File: src/tcr_pkg.sv
// ============================================================================
// tcr_pkg - shared types and constants for the tetrahedron circumradius unit
// Item layouts, state enums, scratch map and the micro-op program of the
// geometry engine.
// ============================================================================
package tcr_pkg;

    localparam int POINT_COUNT_DEF = 1024;
    localparam int COORD_BITS_DEF  = 16;
    localparam int SLOT_BITS       = 10;
    localparam int FIELD_BITS      = 16;
    localparam int RADIUS_BITS     = 32;
    localparam int QUOT_BITS       = 64;
    localparam int SUM_SCALE_BITS  = 14;   // 2^14 = (2^8 / 2)^2 for Q24.8 of |N|/(2|det|)

    localparam logic CMD_LOAD  = 1'b0;
    localparam logic CMD_QUERY = 1'b1;

    typedef struct packed {
        logic                         command;
        logic        [SLOT_BITS-1:0]  load_index;
        logic signed [FIELD_BITS-1:0] coord_x;
        logic signed [FIELD_BITS-1:0] coord_y;
        logic signed [FIELD_BITS-1:0] coord_z;
        logic        [SLOT_BITS-1:0]  vertex_a;
        logic        [SLOT_BITS-1:0]  vertex_b;
        logic        [SLOT_BITS-1:0]  vertex_c;
        logic        [SLOT_BITS-1:0]  vertex_d;
    } query_item_t;

    typedef struct packed {
        logic [RADIUS_BITS-1:0] radius;
        logic                   saturated;
        logic                   degenerate;
    } result_item_t;

    typedef struct packed {
        logic done;
        logic degenerate;
    } geom_status_t;

    typedef struct packed {
        logic                   done;
        logic                   saturated;
        logic [RADIUS_BITS-1:0] radius;
    } root_result_t;

    typedef enum logic [2:0] {
        TOP_IDLE,
        TOP_FETCH,
        TOP_GEOM,
        TOP_ROOT,
        TOP_HOLD
    } top_state_t;

    typedef enum logic [1:0] {
        ENG_IDLE,
        ENG_LOAD,
        ENG_RUN
    } eng_state_t;

    typedef enum logic [1:0] {
        ROOT_IDLE,
        ROOT_DIV,
        ROOT_SQRT,
        ROOT_DONE
    } root_state_t;

    // product shift in the sum accumulator, in units of the half word
    typedef enum logic [1:0] {
        SH_NONE,
        SH_HALF,
        SH_HALF_X2,
        SH_FULL
    } sh_code_t;

    // scratch map
    localparam int SCR_DEPTH     = 25;
    localparam int SCR_ADDR_BITS = 5;
    localparam int DELTA_COUNT   = 9;
    localparam logic [SCR_ADDR_BITS-1:0] SA_U0 = 5'd0,  SA_U1 = 5'd1,  SA_U2 = 5'd2;
    localparam logic [SCR_ADDR_BITS-1:0] SA_V0 = 5'd3,  SA_V1 = 5'd4,  SA_V2 = 5'd5;
    localparam logic [SCR_ADDR_BITS-1:0] SA_W0 = 5'd6,  SA_W1 = 5'd7,  SA_W2 = 5'd8;
    localparam logic [SCR_ADDR_BITS-1:0] SA_LU = 5'd9,  SA_LV = 5'd10, SA_LW = 5'd11;
    localparam logic [SCR_ADDR_BITS-1:0] SA_CVW0 = 5'd12, SA_CVW1 = 5'd13, SA_CVW2 = 5'd14;
    localparam logic [SCR_ADDR_BITS-1:0] SA_CWU0 = 5'd15, SA_CWU1 = 5'd16, SA_CWU2 = 5'd17;
    localparam logic [SCR_ADDR_BITS-1:0] SA_CUV0 = 5'd18, SA_CUV1 = 5'd19, SA_CUV2 = 5'd20;
    localparam logic [SCR_ADDR_BITS-1:0] SA_DET_LO = 5'd21, SA_DET_HI = 5'd22;
    localparam logic [SCR_ADDR_BITS-1:0] SA_N_LO = 5'd23, SA_N_HI = 5'd24;

    typedef struct packed {
        logic [SCR_ADDR_BITS-1:0] ra;
        logic [SCR_ADDR_BITS-1:0] rb;
        logic [SCR_ADDR_BITS-1:0] dst;
        logic                     neg;
        logic                     clr;
        logic                     to_sum;
        sh_code_t                 sh;
        logic                     wr;
        logic                     split;   // write lo word at dst, hi word at dst+1
        logic                     cap;     // sum accumulator -> det^2
        logic                     zchk;    // flat test on the result
        logic                     last;
    } op_t;

    localparam int OP_IDX_BITS = 6;
    localparam logic [OP_IDX_BITS-1:0] OP_END = 6'd51;

    function automatic op_t acc_op(logic [SCR_ADDR_BITS-1:0] ra, logic [SCR_ADDR_BITS-1:0] rb,
                                   logic neg, logic clr);
        op_t o;
        o        = '0;
        o.ra     = ra;
        o.rb     = rb;
        o.neg    = neg;
        o.clr    = clr;
        o.sh     = SH_NONE;
        return o;
    endfunction

    function automatic op_t wr_op(logic [SCR_ADDR_BITS-1:0] ra, logic [SCR_ADDR_BITS-1:0] rb,
                                  logic neg, logic [SCR_ADDR_BITS-1:0] dst, logic split,
                                  logic zchk);
        op_t o;
        o        = '0;
        o.ra     = ra;
        o.rb     = rb;
        o.neg    = neg;
        o.sh     = SH_NONE;
        o.wr     = 1'b1;
        o.dst    = dst;
        o.split  = split;
        o.zchk   = zchk;
        return o;
    endfunction

    function automatic op_t sq_op(logic [SCR_ADDR_BITS-1:0] ra, logic [SCR_ADDR_BITS-1:0] rb,
                                  logic clr, sh_code_t sh, logic cap, logic last);
        op_t o;
        o        = '0;
        o.ra     = ra;
        o.rb     = rb;
        o.clr    = clr;
        o.to_sum = 1'b1;
        o.sh     = sh;
        o.cap    = cap;
        o.last   = last;
        return o;
    endfunction

    // Program: |u|^2,|v|^2,|w|^2, v x w, w x u, u x v, det, det^2, then per axis
    // N_k and N_k^2 into the sum accumulator.
    function automatic op_t tcr_op(logic [OP_IDX_BITS-1:0] idx);
        op_t o;
        unique case (idx)
            6'd0:  o = acc_op(SA_U0, SA_U0, 1'b0, 1'b1);
            6'd1:  o = acc_op(SA_U1, SA_U1, 1'b0, 1'b0);
            6'd2:  o = wr_op (SA_U2, SA_U2, 1'b0, SA_LU, 1'b0, 1'b0);
            6'd3:  o = acc_op(SA_V0, SA_V0, 1'b0, 1'b1);
            6'd4:  o = acc_op(SA_V1, SA_V1, 1'b0, 1'b0);
            6'd5:  o = wr_op (SA_V2, SA_V2, 1'b0, SA_LV, 1'b0, 1'b0);
            6'd6:  o = acc_op(SA_W0, SA_W0, 1'b0, 1'b1);
            6'd7:  o = acc_op(SA_W1, SA_W1, 1'b0, 1'b0);
            6'd8:  o = wr_op (SA_W2, SA_W2, 1'b0, SA_LW, 1'b0, 1'b0);
            6'd9:  o = acc_op(SA_V1, SA_W2, 1'b0, 1'b1);
            6'd10: o = wr_op (SA_V2, SA_W1, 1'b1, SA_CVW0, 1'b0, 1'b0);
            6'd11: o = acc_op(SA_V2, SA_W0, 1'b0, 1'b1);
            6'd12: o = wr_op (SA_V0, SA_W2, 1'b1, SA_CVW1, 1'b0, 1'b0);
            6'd13: o = acc_op(SA_V0, SA_W1, 1'b0, 1'b1);
            6'd14: o = wr_op (SA_V1, SA_W0, 1'b1, SA_CVW2, 1'b0, 1'b0);
            6'd15: o = acc_op(SA_W1, SA_U2, 1'b0, 1'b1);
            6'd16: o = wr_op (SA_W2, SA_U1, 1'b1, SA_CWU0, 1'b0, 1'b0);
            6'd17: o = acc_op(SA_W2, SA_U0, 1'b0, 1'b1);
            6'd18: o = wr_op (SA_W0, SA_U2, 1'b1, SA_CWU1, 1'b0, 1'b0);
            6'd19: o = acc_op(SA_W0, SA_U1, 1'b0, 1'b1);
            6'd20: o = wr_op (SA_W1, SA_U0, 1'b1, SA_CWU2, 1'b0, 1'b0);
            6'd21: o = acc_op(SA_U1, SA_V2, 1'b0, 1'b1);
            6'd22: o = wr_op (SA_U2, SA_V1, 1'b1, SA_CUV0, 1'b0, 1'b0);
            6'd23: o = acc_op(SA_U2, SA_V0, 1'b0, 1'b1);
            6'd24: o = wr_op (SA_U0, SA_V2, 1'b1, SA_CUV1, 1'b0, 1'b0);
            6'd25: o = acc_op(SA_U0, SA_V1, 1'b0, 1'b1);
            6'd26: o = wr_op (SA_U1, SA_V0, 1'b1, SA_CUV2, 1'b0, 1'b0);
            6'd27: o = acc_op(SA_U0, SA_CVW0, 1'b0, 1'b1);
            6'd28: o = acc_op(SA_U1, SA_CVW1, 1'b0, 1'b0);
            6'd29: o = wr_op (SA_U2, SA_CVW2, 1'b0, SA_DET_LO, 1'b1, 1'b1);
            6'd30: o = sq_op (SA_DET_LO, SA_DET_LO, 1'b1, SH_NONE,    1'b0, 1'b0);
            6'd31: o = sq_op (SA_DET_HI, SA_DET_LO, 1'b0, SH_HALF_X2, 1'b0, 1'b0);
            6'd32: o = sq_op (SA_DET_HI, SA_DET_HI, 1'b0, SH_FULL,    1'b1, 1'b0);
            6'd33: o = acc_op(SA_LU, SA_CVW0, 1'b0, 1'b1);
            6'd34: o = acc_op(SA_LV, SA_CWU0, 1'b0, 1'b0);
            6'd35: o = wr_op (SA_LW, SA_CUV0, 1'b0, SA_N_LO, 1'b1, 1'b0);
            6'd36: o = sq_op (SA_N_LO, SA_N_LO, 1'b1, SH_NONE,    1'b0, 1'b0);
            6'd37: o = sq_op (SA_N_HI, SA_N_LO, 1'b0, SH_HALF_X2, 1'b0, 1'b0);
            6'd38: o = sq_op (SA_N_HI, SA_N_HI, 1'b0, SH_FULL,    1'b0, 1'b0);
            6'd39: o = acc_op(SA_LU, SA_CVW1, 1'b0, 1'b1);
            6'd40: o = acc_op(SA_LV, SA_CWU1, 1'b0, 1'b0);
            6'd41: o = wr_op (SA_LW, SA_CUV1, 1'b0, SA_N_LO, 1'b1, 1'b0);
            6'd42: o = sq_op (SA_N_LO, SA_N_LO, 1'b0, SH_NONE,    1'b0, 1'b0);
            6'd43: o = sq_op (SA_N_HI, SA_N_LO, 1'b0, SH_HALF_X2, 1'b0, 1'b0);
            6'd44: o = sq_op (SA_N_HI, SA_N_HI, 1'b0, SH_FULL,    1'b0, 1'b0);
            6'd45: o = acc_op(SA_LU, SA_CVW2, 1'b0, 1'b1);
            6'd46: o = acc_op(SA_LV, SA_CWU2, 1'b0, 1'b0);
            6'd47: o = wr_op (SA_LW, SA_CUV2, 1'b0, SA_N_LO, 1'b1, 1'b0);
            6'd48: o = sq_op (SA_N_LO, SA_N_LO, 1'b0, SH_NONE,    1'b0, 1'b0);
            6'd49: o = sq_op (SA_N_HI, SA_N_LO, 1'b0, SH_HALF_X2, 1'b0, 1'b0);
            6'd50: o = sq_op (SA_N_HI, SA_N_HI, 1'b0, SH_FULL,    1'b0, 1'b1);
            default: o = acc_op(SA_U0, SA_U0, 1'b0, 1'b0);
        endcase
        return o;
    endfunction

endpackage

File: src/tcr_root_unit.sv
// ============================================================================
// tcr_root_unit - quotient and square root
// Restoring division, one quotient bit a cycle, then a bit-pair square root.
// ============================================================================
module tcr_root_unit
    import tcr_pkg::*;
#(
    parameter int SUMW = 4 * (2 * (COORD_BITS_DEF + 1) + 2) - 2
)(
    input  logic            clk,
    input  logic            rst_n,
    input  logic            start,
    input  logic [SUMW-1:0] nsum,
    input  logic [SUMW-1:0] d2,
    output root_result_t    result
);

    localparam int FULLW = SUMW + SUM_SCALE_BITS;
    localparam logic [5:0] DIV_LAST  = 6'(QUOT_BITS - 1);
    localparam logic [5:0] SQRT_LAST = 6'(QUOT_BITS / 2 - 1);

    root_state_t state_reg, state_next;
    logic        dividing, rooting, done;

    logic [5:0]           cnt_reg;
    logic [SUMW-1:0]      rem_reg;
    logic [QUOT_BITS-1:0] low_reg, quot_reg, one_reg, res_reg;
    logic                 sat_reg;

    logic [FULLW-1:0]     s_full;
    logic                 sat_now;
    logic [SUMW:0]        rem_sh, rem_diff;
    logic                 ge;
    logic [QUOT_BITS-1:0] trial;
    logic                 take;

    assign s_full  = {nsum, {SUM_SCALE_BITS{1'b0}}};
    assign sat_now = SUMW'(s_full[FULLW-1:QUOT_BITS]) >= d2;

    always_comb
    begin
        state_next = state_reg;
        unique case (state_reg)
            ROOT_IDLE: if (start) state_next = sat_now ? ROOT_DONE : ROOT_DIV;
            ROOT_DIV:  if (cnt_reg == DIV_LAST) state_next = ROOT_SQRT;
            ROOT_SQRT: if (cnt_reg == SQRT_LAST) state_next = ROOT_DONE;
            ROOT_DONE: state_next = ROOT_IDLE;
            default:   state_next = ROOT_IDLE;
        endcase
    end

    always_comb
    begin
        dividing = 1'b0;
        rooting  = 1'b0;
        done     = 1'b0;
        unique case (state_reg)
            ROOT_DIV:  dividing = 1'b1;
            ROOT_SQRT: rooting  = 1'b1;
            ROOT_DONE: done     = 1'b1;
            default:   ;
        endcase
    end

    always_ff @(posedge clk or negedge rst_n)
    begin
        if (!rst_n)
        begin
            state_reg <= ROOT_IDLE;
            cnt_reg   <= '0;
        end
        else
        begin
            state_reg <= state_next;
            if (start || (dividing && cnt_reg == DIV_LAST))
            begin
                cnt_reg <= '0;
            end
            else if (dividing || rooting)
            begin
                cnt_reg <= cnt_reg + 6'd1;
            end
        end
    end

    assign rem_sh   = {rem_reg, low_reg[QUOT_BITS-1]};
    assign rem_diff = rem_sh - {1'b0, d2};
    assign ge       = rem_sh >= {1'b0, d2};
    assign trial    = res_reg + one_reg;
    assign take     = quot_reg >= trial;

    always_ff @(posedge clk)
    begin
        if (start)
        begin
            sat_reg <= sat_now;
            rem_reg <= SUMW'(s_full[FULLW-1:QUOT_BITS]);
            low_reg <= s_full[QUOT_BITS-1:0];
            res_reg <= '0;
        end
        else if (dividing)
        begin
            rem_reg  <= ge ? rem_diff[SUMW-1:0] : rem_sh[SUMW-1:0];
            low_reg  <= {low_reg[QUOT_BITS-2:0], 1'b0};
            quot_reg <= {quot_reg[QUOT_BITS-2:0], ge};
            one_reg  <= QUOT_BITS'(1) << (QUOT_BITS - 2);
            res_reg  <= '0;
        end
        else if (rooting)
        begin
            if (take)
            begin
                quot_reg <= quot_reg - trial;
                res_reg  <= (res_reg >> 1) + one_reg;
            end
            else
            begin
                res_reg <= res_reg >> 1;
            end
            one_reg <= one_reg >> 2;
        end
    end

    assign result.done      = done;
    assign result.saturated = sat_reg;
    assign result.radius    = sat_reg ? '1 : res_reg[RADIUS_BITS-1:0];

endmodule

File: config.mk
export PLATFORM = sky130hd
export DESIGN_NAME = tcr_root_unit
export DESIGN_NICKNAME = d
export VERILOG_FILES = /design/src/tcr_pkg.sv /design/src/tcr_root_unit.sv
export SDC_FILE = /design/constraint.sdc
export NUM_CORES = 2
export LEC_CHECK = 0
export BUFFER_PORTS_ARGS = -buffer_cell sky130_fd_sc_hd__clkbuf_2
export CAP_MARGIN = 20
export CORE_MARGIN = 5
export CORE_UTILIZATION = 30
export DETAILED_ROUTE_END_ITERATION = 10
export MAX_ROUTING_LAYER = met4
export RECOVER_POWER = 25
export SLEW_MARGIN = 30
export SYNTH_ARGS = -nofsm -noshare
export SYNTH_HDL_FRONTEND = slang
export SYNTH_SLANG_ARGS = --single-unit
File: constraint.sdc
create_clock -name clk -period 26.6 [get_ports clk]
set_input_delay 2.66 -clock clk [delete_from_list [all_inputs] [get_ports clk]]
set_output_delay 2.66 -clock clk [all_outputs]
set_load 0.05 [all_outputs]
==> Yosys cells after proc, flatten, opt, wreduce, memory -nomap -nowiden <==
Index checks and enable logic that the tools add are counted.
{ "word_totals": {"regBits": 361, "output_inout_bits": 34, "elab_cells": 59} }
{ "op_classes": {"n_addsub": 5, "n_lt_le_gt_ge": 3, "n_eq_ne": 8, "muxes": 21, "bitwise": 1, "n_reduce_logical": 12} }
{ "op_table": {"columns": ["cell", "count"], "rows": [
  ["64-bit 2-to-1 mux", 6],
  ["92-bit 2-to-1 mux", 2],
  ["143-bit by 142-bit greater-or-equal comparator with 1-bit output", 1],
  ["92-bit by 142-bit greater-or-equal comparator with 1-bit output", 1],
  ["142-bit 2-to-1 mux", 1],
  ["142-bit subtractor", 1],
  ["63-bit by 63-bit adder with 64-bit output", 1],
  ["64-bit by 63-bit adder with 64-bit output", 1],
  ["64-bit greater-or-equal comparator", 1],
  ["64-bit subtractor", 1],
  ["63-bit 2-to-1 mux", 1],
  ["32-bit 2-to-1 mux", 1],
  ["6-bit 2-to-1 mux", 2],
  ["2-bit 2-to-1 mux", 4],
  ["2-bit one-hot mux with 4 select lines", 1],
  ["2-bit nonzero test", 4],
  ["6-bit by 1-bit adder with 6-bit output, second input constant", 1],
  ["6-bit by 5-bit equality test with 1-bit output, second input constant", 1],
  ["6-bit equality test, second input constant", 1],
  ["2-bit != test, second input constant", 3],
  ["3-bit AND reduction", 2],
  ["2-bit equality test, second input constant", 2],
  ["1-bit 2-to-1 mux", 3],
  ["2-bit by 1-bit equality test with 1-bit output, second input constant", 1],
  ["other kinds (6)", 7]
]} }

==> Depth between registers and ports, before layout <==
{ "depth": {"word_depth": 5, "ltp_mapped": 29, "depth_no_buf": 26} }

==> Worst setup path before layout <==
No wires, ideal clock.
{ "synth_path": {"kind": "register -> register", "startpoint": "reg one_reg[2]", "endpoint": "reg quot_reg[0], enable pin", "setup_ns": 0.584, "t_arrival_ns": 9.726, "slack_ns": 16.290, "stages_incl_launch_ff": 26, "n_path_buf": 4, "synth_period_minus_slack_ns": 10.310, "cell_sequence": "edfxtp_1 > ha_1 > a31o_2 > o211ai_2 > o211ai_1 > o311ai_1 > a31oi_1 > o22a_1 > a21oi_2 > o31ai_2 > a31o_2 > xnor2_1 > ha_1 > clkbuf_1 > nand4_1 > nor4_1 > nand4_1 > or4_1 > o211a_1 > inv_1 > o31ai_1 > and2_1 > buf_2 > buf_2 > buf_2 > a21boi_0"} }
{ "synth_via": {"elab_chain_len": 4} }
{ "synth_lines": {"columns": ["item", "line_no", "source"], "rows": [
  ["start: declaration", "tcr_root_unit.sv:27", "logic [QUOT_BITS-1:0] low_reg, quot_reg, one_reg, res_reg;"],
  ["start signal: assignment", "tcr_root_unit.sv:106", "one_reg <= QUOT_BITS'(1) << (QUOT_BITS - 2);"],
  ["start signal: assignment", "tcr_root_unit.sv:120", "one_reg <= one_reg >> 2;"],
  ["64-bit by 63-bit adder with 64-bit output", "tcr_root_unit.sv:89", "assign trial = res_reg + one_reg;"],
  ["64-bit greater-or-equal comparator", "tcr_root_unit.sv:90", "assign take = quot_reg >= trial;"],
  ["2-bit nonzero test (no source line)", null, null],
  ["3-bit AND reduction (no source line)", null, null],
  ["end signal: assignment", "tcr_root_unit.sv:105", "quot_reg <= {quot_reg[QUOT_BITS-2:0], ge};"],
  ["end signal: assignment", "tcr_root_unit.sv:113", "quot_reg <= quot_reg - trial;"],
  ["end: declaration", "tcr_root_unit.sv:27", null]
]} }
Every way passes these cells.
A chain may end at the register's enable or synchronous reset.

==> Final worst setup path <==
{ "layout_path": {"startpoint": "reg state_reg[1]", "endpoint": "reg rem_reg[1], enable pin"} }
{ "layout_via": {"elab_chain_len": 3} }
{ "layout_lines": {"columns": ["item", "line_no", "source"], "rows": [
  ["start: declaration", "tcr_root_unit.sv:22", "root_state_t state_reg, state_next;"],
  ["start signal: assignment", "tcr_root_unit.sv:74", "state_reg <= state_next;"],
  ["2-bit by 1-bit equality test with 1-bit output", "tcr_root_unit.sv:57", "unique case (state_reg)"],
  ["1-bit 2-to-1 mux", "tcr_root_unit.sv:57", null],
  ["2-bit nonzero test (no source line)", null, null],
  ["end signal: assignment", "tcr_root_unit.sv:97", "rem_reg <= SUMW'(s_full[FULLW-1:QUOT_BITS]);"],
  ["end signal: assignment", "tcr_root_unit.sv:103", "rem_reg <= ge ? rem_diff[SUMW-1:0] : rem_sh[SUMW-1:0];"],
  ["end: declaration", "tcr_root_unit.sv:26", "logic [SUMW-1:0] rem_reg;"]
]} }
Every way passes these cells.

==> flow_summary.ini <==
[floorplan]
ios = 321
dieHeight_um = 359
fp.dieW_um = 359
die_area_um2 = 129000
core_um2 = 121000
start_util_pct = 30.1
fp-row-count = 128

[power]
total_power_mw = 5.22
intPower_mw = 2.61
p_sw_share_pct = 49.9
clkPwrFrac_pct = 13.6
p_seq_share_pct = 21.6
combPwrFrac_pct = 64.7
vdd_ir_drop_max_mv = 0.120
p_sw_mw = 2.61
cellPowerDensity_nw_per_um2 = 127
p_leak_nw = 17.0

[finish]
syn2layout_area_growth_pct = 12.4
drive_above_1_share_pct = 12.2
multiInputGateArea_um2 = 24900
final_common_cell = a21oi_1
nNetsFinal = 5424
num-fill-cells = 13100
largest_reg_flops = 142
seq_area_um2 = 9660
mostFrequentLayoutCells = 523 x a21oi_1, 428 x nand2_1, 382 x o21ai_0, 369 x ha_1, 335 x nor2_1
final_core_util_pct = 33.9

[timing]
finalSetupViolations = 0
fin_crit_sh_pct = 44.7
max_freq_ghz = 0.0841
worst_slew_pin_slew_ns = 5.41
relSlewSlack_pct = -261
slew_viol_final = 508
skew_ns = 0.0376
rsz0062_at_grt = no
setup-tns-final_ns = 0
hold_violations = 0
fin_crit_ns = 11.90

[yosys]
yosysUniqueCellTypes = 99
synth_compound_area_share_pct = 28.2
synthArstFlopShare_pct = 2.22
synthSimpleGateAreaFrac_pct = 17.5
synth_nets = 5268
synth-adder-area-share_pct = 12.8
synth.area.mux_share_pct = 2.77
synthCells = 4609
syn_avg_cell_area_um2 = 7.94
synth_xor_area_share_pct = 6.61
ys.warnings.count = 0
synth_area_um2 = 36600
yosysSeqAreaShare_pct = 26.4
synth_ff_type = edfxtp_1
synth_top_family_by_area = compound AO/OA/AOI/OAI gates
synth_edf_count = 239
ys_ff_latch = 361

[worst_hold_path]
hold_path.class = register to register
worstHoldPathCells = 2

[detailed_routing]
drtIter0Drc = 2685
routedWlPerCell_um = 19.9
ant_nets = 0
drcViolationCount = 0
dr.pass1.iters = 6
vias_per_cell = 5.49
wl_mm = 129
vias = 35400

[worst_setup_path]
max_stage_delay_ns = 3.15
crit_top_cell = clkbuf_1
worst_path_max_delay_cell = clkinvlp_2
cp-start-kind = register
crit_arrival_ns = 12.16
path_max_fanout = 100
cp.required_ns = 26.86
critPathKind = register to register
crit_family = buffers and inverters
cp_cell_sequence = inv_1, ha_1, clkbuf_1, clkbuf_1, nor2_4, clkinvlp_2, buf_4
end_kind = register
critPathBufInv = 5
reg2reg_depth = 7
crit_cells = 7

[clock_tree]
clockBufferDepth = 3
cts_made_buffers = 52
cts.clk_slew.worst_paths_ns = 0.06
cts_sinks = 361
holdBufCountCts = 0
clk_latency_ns = 0.67
cts_tree = built
cts.repair.resized = 0
postCtsSetupBuffers = 0
htreeDepth = 2
root_buffer = clkbuf_16

[grt]
grt_pass1_vias = 34300
antenna_found_initial = 17
gr-total-overflow = 0
grt_pass1_wl_mm = 197
track_usage_pct = 19.4
grt_max_degree = 218

[outcome]
violations = max-capacitance violations, max-slew violations
status = complete, but fails checks

[place]
dp_hpwl_mm = 98.8
port_buffers = 320
gp_congestion = 0.974

[flow_run]
cap_violations = 7
## cell families (layout without fill, tap and decap cells)
logic type / after synthesis / after routing
AO/OA/AOI/OAI: 1650 / 1650
XOR/XNOR: 276 / 276
adder cells (fa/ha/maj): 372 / 372
buffers and inverters: 512 / 712
flip-flops: 361 / 361
multiplexers: 92 / 92
other: 0 / 13
AND/OR/NAND/NOR: 1346 / 1346
## stage by stage
step	cell area [um^2]	hold slack [ns]	cells	worst slack, ns
2_1_floorplan	36600	0.454	4609	16.29
3_3_place_gp	39400	0.485	6336	18.65
3_5_place_dp	39400	0.493	6336	18.55
4_1_cts	41100	0.505	6434	19.14
5_1_grt	41100	0.522	6445	13.33
6_report	41100	0.503	6447	14.70
## final cells by class
cell class                 count  area share, %
antenna                       13         0.0791
clock buffer                  72           3.47
clock inverter                26          0.679
inverter                     274           2.51
multi-input combinational   3736           60.6
sequential                   361           23.5
tap                         1625           4.95
timing repair buffer         340           4.26
## final timing paths
kind                               from  slack (ns)          end
max in group asynchronous         rst_n       24.35   cnt_reg[4]
setup reg to reg           state_reg[1]       14.70   rem_reg[1]
hold reg to reg             rem_reg[93]        0.50  rem_reg[93]
hold / removal              rem_reg[93]        0.50  rem_reg[93]
setup / recovery           state_reg[1]       14.70   rem_reg[1]
min in group asynchronous         rst_n        1.92   cnt_reg[1]
## synthesized netlist by cell type, drive strengths merged, types with 46 or more instances
library cell | number | area share (%)
nand2 | 429 | 4.4
nand4 | 128 | 2.2
o21bai | 81 | 1.7
or2 | 53 | 0.91
nor3 | 69 | 0.96
nor2b | 66 | 1.1
edfxtp | 239 | 20
a21o | 177 | 3.6
and3 | 46 | 0.79
o21a | 53 | 1.1
a31oi | 87 | 1.5
o21ai | 392 | 5.4
nor2 | 336 | 3.4
nand3 | 64 | 0.88
inv | 272 | 2.8
ha | 370 | 13
xor2 | 131 | 3.1
a21oi | 526 | 7.2
mux2 | 73 | 2.2
xnor2 | 145 | 3.5
a211oi | 94 | 1.9
dfxtp | 114 | 6.2
clkbuf | 204 | 2.3
## worst min-delay path, cell delays in order, from the launching register on
cell and delay (ns):
dfxtp_1 0.35, a32oi_1 0.06, o21ai_0 0.06
## layer usage
| layer | vias to the layer above | track usage [%] | part of all wire [%] |
|---|---|---|---|
| met5 | - | - | 0 |
| met4 | 0 | 6.16 | 3.6 |
| met3 | 224 | 2.94 | 6.2 |
| met2 | 1140 | 31.3 | 45 |
| met1 | 16700 | 25.2 | 45 |
| li1 | 17300 | - | - |
## power by group through the flow
stage	clock network [mW]	registers [mW]	logic [mW]
6_report	0.712	1.13	3.38
5_1_grt	0.756	1.16	3.72
4_1_cts	0.737	1.12	3.34
3_5_place_dp	0	1.12	3.31
3_3_place_gp	0	1.12	3.30
2_1_floorplan	0	1.07	2.56
Note: power is estimated with default switching activity, not from simulation.
